[src/sv/ess_pkg.sv]
`default_nettype none
package ess_pkg;

	// input item commands
	localparam logic [1:0] CMD_TICK   = 2'd0;
	localparam logic [1:0] CMD_LOAD   = 2'd1;
	localparam logic [1:0] CMD_REWIND = 2'd2;

	// configuration register indexes
	localparam logic [1:0] REG_POINT_COUNT = 2'd0;
	localparam logic [1:0] REG_MOD_FREQ    = 2'd1;
	localparam logic [1:0] REG_MOD_PHASE   = 2'd2;

	// sine polynomial coefficients, Q2.30
	localparam logic [31:0] SIN_A   = 32'd1686629713;
	localparam logic [31:0] SIN_B   = 32'd688904866;
	localparam logic [31:0] SIN_C   = 32'd76016977;
	localparam logic [30:0] ONE_Q30 = 31'd1073741824;

	typedef enum logic [4:0] {
		OP_NONE,
		OP_RD0,
		OP_RDPOS,
		OP_TAKE_CUR,
		OP_RDNEXT,
		OP_ADVANCE,
		OP_TAKE_NEXT,
		OP_HOLD,
		OP_IMUL,
		OP_DIV_INIT,
		OP_DIV_STEP,
		OP_DIV_END,
		OP_PMUL,
		OP_PANG,
		OP_SQ,
		OP_MC,
		OP_MT,
		OP_MS,
		OP_MV,
		OP_SAT,
		OP_ZERO,
		OP_OUT
	} dp_op_t;

	typedef struct packed {
		dp_op_t op;
		logic   in_load;
		logic   in_rewind;
		logic   in_tick;
	} dp_ctl_t;

	typedef struct packed {
		logic cnt_zero;
		logic before_first;
		logic has_next;
		logic next_le;
		logic num_pos;
		logic freq_zero;
	} dp_sts_t;

endpackage
`default_nettype wire

[src/sv/ess_ctrl.sv]
`default_nettype none
module ess_ctrl (
	input  wire logic             clk,
	input  wire logic             arst_n,
	input  wire logic             in_valid,
	output logic                  in_stall,
	input  wire logic [1:0]       cmd,
	output logic                  out_valid,
	input  wire logic             out_stall,
	output ess_pkg::dp_ctl_t      ctl,
	input  wire ess_pkg::dp_sts_t sts
);
	import ess_pkg::*;

	typedef enum logic [4:0] {
		S_IDLE, S_START, S_RD0, S_RDP, S_CHK, S_RDN, S_INUM, S_DINIT, S_DIV,
		S_DEND, S_MODCHK, S_PANG, S_SQ, S_MC, S_MT, S_MS, S_MV, S_SAT, S_OUT
	} state_t;

	state_t     state_q, state_d;
	logic [4:0] div_cnt_q;
	logic       accept, out_load;

	assign in_stall = (state_q != S_IDLE);
	assign accept   = in_valid && !in_stall;
	assign out_load = (state_q == S_OUT) && (!out_valid || !out_stall);

	always_comb begin
		ctl.op        = OP_NONE;
		ctl.in_load   = accept && (cmd == CMD_LOAD);
		ctl.in_rewind = accept && (cmd == CMD_REWIND);
		ctl.in_tick   = accept && (cmd == CMD_TICK);
		state_d       = state_q;
		case (state_q)
			S_IDLE: if (ctl.in_tick) state_d = S_START;
			S_START: begin
				ctl.op  = sts.cnt_zero ? OP_ZERO : OP_RD0;
				state_d = sts.cnt_zero ? S_OUT : S_RD0;
			end
			S_RD0: begin
				ctl.op  = sts.before_first ? OP_ZERO : OP_RDPOS;
				state_d = sts.before_first ? S_OUT : S_RDP;
			end
			S_RDP: begin
				ctl.op  = OP_TAKE_CUR;
				state_d = S_CHK;
			end
			S_CHK: begin
				ctl.op  = sts.has_next ? OP_RDNEXT : OP_HOLD;
				state_d = sts.has_next ? S_RDN : S_MODCHK;
			end
			S_RDN: begin
				ctl.op  = sts.next_le ? OP_ADVANCE : OP_TAKE_NEXT;
				state_d = sts.next_le ? S_CHK : S_INUM;
			end
			S_INUM: begin
				ctl.op  = sts.num_pos ? OP_IMUL : OP_HOLD;
				state_d = sts.num_pos ? S_DINIT : S_MODCHK;
			end
			S_DINIT: begin
				ctl.op  = OP_DIV_INIT;
				state_d = S_DIV;
			end
			S_DIV: begin
				ctl.op = OP_DIV_STEP;
				if (div_cnt_q == 5'd31) state_d = S_DEND;
			end
			S_DEND: begin
				ctl.op  = OP_DIV_END;
				state_d = S_MODCHK;
			end
			S_MODCHK: begin
				ctl.op  = sts.freq_zero ? OP_NONE : OP_PMUL;
				state_d = sts.freq_zero ? S_OUT : S_PANG;
			end
			S_PANG: begin ctl.op = OP_PANG; state_d = S_SQ;  end
			S_SQ:   begin ctl.op = OP_SQ;   state_d = S_MC;  end
			S_MC:   begin ctl.op = OP_MC;   state_d = S_MT;  end
			S_MT:   begin ctl.op = OP_MT;   state_d = S_MS;  end
			S_MS:   begin ctl.op = OP_MS;   state_d = S_MV;  end
			S_MV:   begin ctl.op = OP_MV;   state_d = S_SAT; end
			S_SAT:  begin ctl.op = OP_SAT;  state_d = S_OUT; end
			S_OUT: begin
				if (out_load) begin
					ctl.op  = OP_OUT;
					state_d = S_IDLE;
				end
			end
			default: state_d = S_IDLE;
		endcase
	end

	always_ff @(posedge clk or negedge arst_n) begin
		if (!arst_n) begin
			state_q   <= S_IDLE;
			div_cnt_q <= '0;
			out_valid <= 1'b0;
		end else begin
			state_q <= state_d;
			if (state_q == S_DIV) begin
				div_cnt_q <= div_cnt_q + 5'd1;
			end else begin
				div_cnt_q <= '0;
			end
			if (out_load) begin
				out_valid <= 1'b1;
			end else if (out_valid && !out_stall) begin
				out_valid <= 1'b0;
			end
		end
	end
endmodule
`default_nettype wire

[config.mk]
export PLATFORM = sky130hd
export DESIGN_NAME = ess_ctrl
export DESIGN_NICKNAME = d
export VERILOG_FILES = /design/src/sv/ess_pkg.sv /design/src/sv/ess_ctrl.sv
export SDC_FILE = /design/constraint.sdc
export NUM_CORES = 1
export LEC_CHECK = 0
export BUFFER_PORTS_ARGS = -buffer_cell sky130_fd_sc_hd__buf_2
export CAP_MARGIN = 20
export CORE_UTILIZATION = 57
export DETAILED_ROUTE_END_ITERATION = 10
export GPL_TIMING_DRIVEN = 1
export PLACE_DENSITY_LB_ADDON = 0.08
export SKIP_CTS_REPAIR_TIMING = 1
export SLEW_MARGIN = 25
export SYNTH_ARGS = -nofsm -noshare
export SYNTH_HDL_FRONTEND = slang
export SYNTH_SLANG_ARGS = --single-unit
export TNS_END_PERCENT = 5
[constraint.sdc]
create_clock -name clk -period 3.3 [get_ports clk]
set_clock_uncertainty 0.2 [all_clocks]
set_input_delay 0.33 -clock clk [delete_from_list [all_inputs] [get_ports clk]]
set_output_delay 0.33 -clock clk [all_outputs]
set_load 0.02 [all_outputs]
# After elaboration in Yosys (flattened, before gate mapping)
# Cells that the tools add are included.
# word_totals
register_bits	11
latchBits	0
ram_bits	0
romBits	0
output_inout_bits	10
word_cells	64
mem_count	0
# classes
n_addsub	1
multipliers	0
div	0
magnitude_cmp	0
eq_ne	24
shifts	0
muxes	21
n_bitwise	0
reduce_logical	15
# ops
op	count
5-bit case mux with 19 select lines	1
5-bit case mux with 18 select lines	1
5-bit two-way mux	10
5-bit by 4-bit equality test with 1-bit output (second input constant)	8
5-bit by 3-bit equality test with 1-bit output (second input constant)	4
5-bit equality test (second input constant)	4
4-bit two-way mux	4
5-bit by 2-bit equality test with 1-bit output (second input constant)	2
1-bit logical AND	6
2-bit two-way mux	3
2-bit != test (second input constant)	3
5-bit by 1-bit adder with 5-bit output (second input constant)	1
5-bit by 1-bit equality test with 1-bit output (second input constant)	1
5-bit zero test	1
5-bit nonzero test	1
1-bit zero test	3
3-bit AND reduction	1
2-bit by 1-bit equality test with 1-bit output (second input constant)	1
2-bit equality test (second input constant)	1
2-bit zero test	1
1-bit two-way mux	2
2-bit nonzero test	1
1-bit logical OR	1

# Logic depth before layout (Yosys ltp)
# depth
word_depth	6
mapped_depth	6
mapped_depth_nobuf	6

# Worst setup path after synthesis
# Ideal clock, no wire load.
# synth_timing
path_type	flip-flop to output port
startpoint	register state_q[2]
endpoint	output ctl[5] in the netlist's numbering
arrival_ns	1.413
slack_ns	1.357
path_stages_with_launch	6
n_path_buf	1
cell_sequence	dfrtp_1 -> buf_4 -> nand3b_1 -> a21oi_1 -> nor3_1 -> o31ai_1
# synth_rtl
item	line	source
start, declared	ess_ctrl.sv:20	state_t state_q, state_d;
start signal, assigned	ess_ctrl.sv:99	state_q <= state_d;
end, declared	ess_ctrl.sv:10	output ess_pkg::dp_ctl_t ctl,

==> PnR_summary.wiki <==
{| class="wikitable"
! Metric !! Value
|-
| Unrepaired setup endpoints after global routing || no
|-
| Number of global-route vias before repair || between 800 and 900
|-
| Worst Setup Path Type || reg2out
|-
| Post-DP HPWL || 1610 µm
|-
| Count of buffers inserted at the top-level ports || 21
|-
| Maximum number of pins on one net before global-route repair || 23
|-
| Detailed-route via count || 984
|-
| Post-synthesis instance area || 985 µm²
|-
| Beginning of the worst hold path || out_stall
|-
| Number of placement rows || 14
|-
| Number of synthesized register bits || 11
|-
| Endpoint of the worst hold path || out_valid
|-
| Clock tree from TritonCTS || done
|-
| Starting DRC count in detailed routing || 18
|-
| Post-route ant nets || 0
|-
| Violated checks || design-rule violations
|-
| Number of levels in the clock H-tree || 1
|-
| Biggest cell delay along the critical path || 0.77 ns
|-
| Fmax achieved || 382 MHz
|-
| Cell Pwr Density || ~750 nW/µm²
|-
| Layout cell share with drive strength beyond 1 || 0.211
|-
| Total area of sequential cells || around 280 µm²
|-
| Final Critical Period || 2.62 ns
|-
| Remaining DRCs || 4
|-
| Reg2reg start || state_q[1]
|-
| Routability-driven placement congestion ratio || 0.892
|-
| Part of the Yosys area used for sequential elements || 0.280
|-
| Total of endpoints with negative setup slack in the final report || 0
|-
| Hold Path Depth || 3
|-
| Arrival @ worst endpoint || 2.09 ns
|-
| Cell count after placement || 153
|-
| Share of synthesized flip-flops with an asynchronous set or reset || 1.00
|-
| Data required time at the worst endpoint || 2.77 ns
|-
| Mapped Nets || 140
|-
| Static leakage || 0.464 nW
|-
| Top cell type by total area after synthesis || dfrtp_1
|-
| Count of synthesis-stage warnings from yosys || 0
|-
| Portion of the clock cycle consumed by the worst path in the final layout || 0.794
|-
| Routed vias/inst || approximately 6.2
|-
| Worst flop-to-flop path endpoint || state_q[2]
|-
| Number of flops mapped to enable cells by yosys || 0
|-
| Worst slew pin tran || 0.669 ns
|-
| Global-route congestion overflow total || 0
|-
| Fillers || 141
|-
| Dominant synthesized flop cell || dfrtp_1
|-
| Critical Path Sink Type || output pin
|-
| Result of the run || complete, but fails checks
|-
| Highest net fanout along the worst path || 22
|-
| 1st-pass router iterations || 7
|-
| Final number of max-transition violations || 0
|-
| CTS Root Buffer Type || clkbuf_4
|-
| Synth top area cells || dfrtp_1 28%, nor2_1 6.5%, a21oi_1 6.1%
|-
| Initial standard-cell utilization of the core || 0.632
|-
| Startpoint Class || register
|-
| Worst vdd rail ir drop || 0.567 mV
|-
| Avg WL per Cell || 13.7 µm
|-
| Buffer depth of the longest clock path || 2
|-
| Worst path cell trace || inv_1 > nor2_1 > nand4_1 > o211ai_1 > buf_2
|-
| I/O pin count || 22
|-
| Hold violation count in the final report || 0
|-
| Cell at the slowest stage of the critical path || dfrtp_1
|-
| Synthesized area divided by synthesized cell count || 7.82 µm²
|-
| Global-route wire length before repair || 3690 µm
|-
| Commonest cells after routing, fill and taps aside || 21 x buf_2, 17 x nor2_1, 12 x a21oi_1
|-
| Die width || between 40 and 50 µm
|-
| Slew Limit Headroom || 0.554
|-
| Clock transition time at the flip-flop clock pins of the worst setup and hold paths || 0.06 ns
|-
| Sum Neg Setup Slack || 0 ns
|-
| Area share of the leading cell type in the synthesized netlist || 0.280
|-
| Maximum Capacitance Violations || 0
|-
| Worst reg2reg path depth || 4
|-
| Floorplan die area || between 1500 and 2000 µm²
|-
| Antenna violations before repair || 0
|-
| Global-route usage over all layers || 0.260
|-
| Multi-input gate area in the final layout || 611 µm²
|-
| Core Box Area || 1560 µm²
|-
| Reg2reg setup slack || between 1 and 1.5 ns
|-
| Count of non-filler cells in the finished layout || 158
|-
| Number of antenna cells inserted || 0
|-
| Skew-Pair Late Insertion Delay || 0.26 ns
|-
| Total Nets Final || 157
|-
| Class of the worst hold path || in2reg
|-
| Most common library cell in the layout ignoring fill and taps || buf_2
|-
| Number of buffers inserted during clock tree synthesis || 3
|-
| Power, Total || 795 µW
|-
| Height of the die || ~44 µm
|-
| Synthesis-to-finish area growth || 8.26%
|-
| Distinct cell type count of the synthesized netlist || 40
|-
| Total length of routed wires || 2160 µm
|-
| Syn Inst Count || 126
|-
| Sinks on the clock net || 11
|}
metrics by stage:
stage	setup WS [ns]	hold WS (ns)	utilization	area (µm²)
3_5_place_dp	0.995	0.00732	0.661	1030
4_1_cts	0.705	-0.283	0.677	1060
5_1_grt	0.443	0.198	0.684	1070
2_1_floorplan	1.36	-0.166	-	985
6_report	0.680	0.176	0.684	1070
3_3_place_gp	1.00	-0.00121	0.661	1030
flip-flops by register name, summed over array words and instances (netlist names):
signal	cells
out_valid	1
div_cnt_q	5
state_q	5
how the worst max path moves through the flow:
stage | slack (ns) | endpoint | cells after the start | startpoint
detailed placement | 1.0 | ctl[7] | 5 | state_q[1]
CTS | 0.71 | ctl[7] | 5 | state_q[1]
global placement | 1.00 | ctl[7] | 5 | state_q[4]
floorplan | 1.36 | ctl[5] | 5 | state_q[2]
finish | 0.68 | ctl[7] | 5 | state_q[1]
global route | 0.44 | ctl[7] | 5 | state_q[1]
power by group:
part	internal, mW	total [mW]	switching (mW)	leakage (nW)
Combinational	0.175	0.436	0.261	0.300
Sequential	0.159	0.272	0.113	0.149
Clock	0.0465	0.0867	0.0402	0.0150
Yosys cell counts, drive strengths merged (2+ instances only):
cell     count
nor3b        2
nor3         5
nand2b       4
nand2       10
buf         10
o211ai       2
o21ai        6
o2111ai      2
nand4b       2
nand4        4
ha           2
o31ai        2
and3         2
nor2        18
inv          5
dfrtp       11
a21oi       12
nand3        7
nor2b        3
critical path, delay by kind of cell, from the launching register on:
kind,cells,cell delay (ns)
AO/OA/AOI/OAI,1,0.16
buffers and inverters,2,0.48
flip-flops,1,0.77
AND/OR/NAND/NOR,2,0.43
layer usage:
layer,part of all wire,up-vias,global-route usage
li1,-,490,-
met1,0.45,451,0.359
met2,0.47,39,0.403
met3,0.063,4,0.0375
met4,0.017,0,0.119
met5,0,-,0
logic make-up (layout without fill, tap and decap cells):
kind of cell    Yosys count  after routing  share of synthesized area
xor+xnor                  2              2                     0.0178
mux                       1              1                     0.0102
fa+ha+maj                 2              2                     0.0254
buf+inv                  15             31                      0.100
flops                    11             11                      0.280
simple gates             62             62                      0.333
compound gates           33             33                      0.234
cell type report:
class / count / area share
Multi-Input combinational cell: 100 / 0.573
Sequential cell: 11 / 0.258
Clock buffer: 4 / 0.0246
Tap cell: 16 / 0.0188
Timing Repair Buffer: 22 / 0.108
Inverter: 5 / 0.0176
Note: power is estimated with default switching activity, not from simulation.
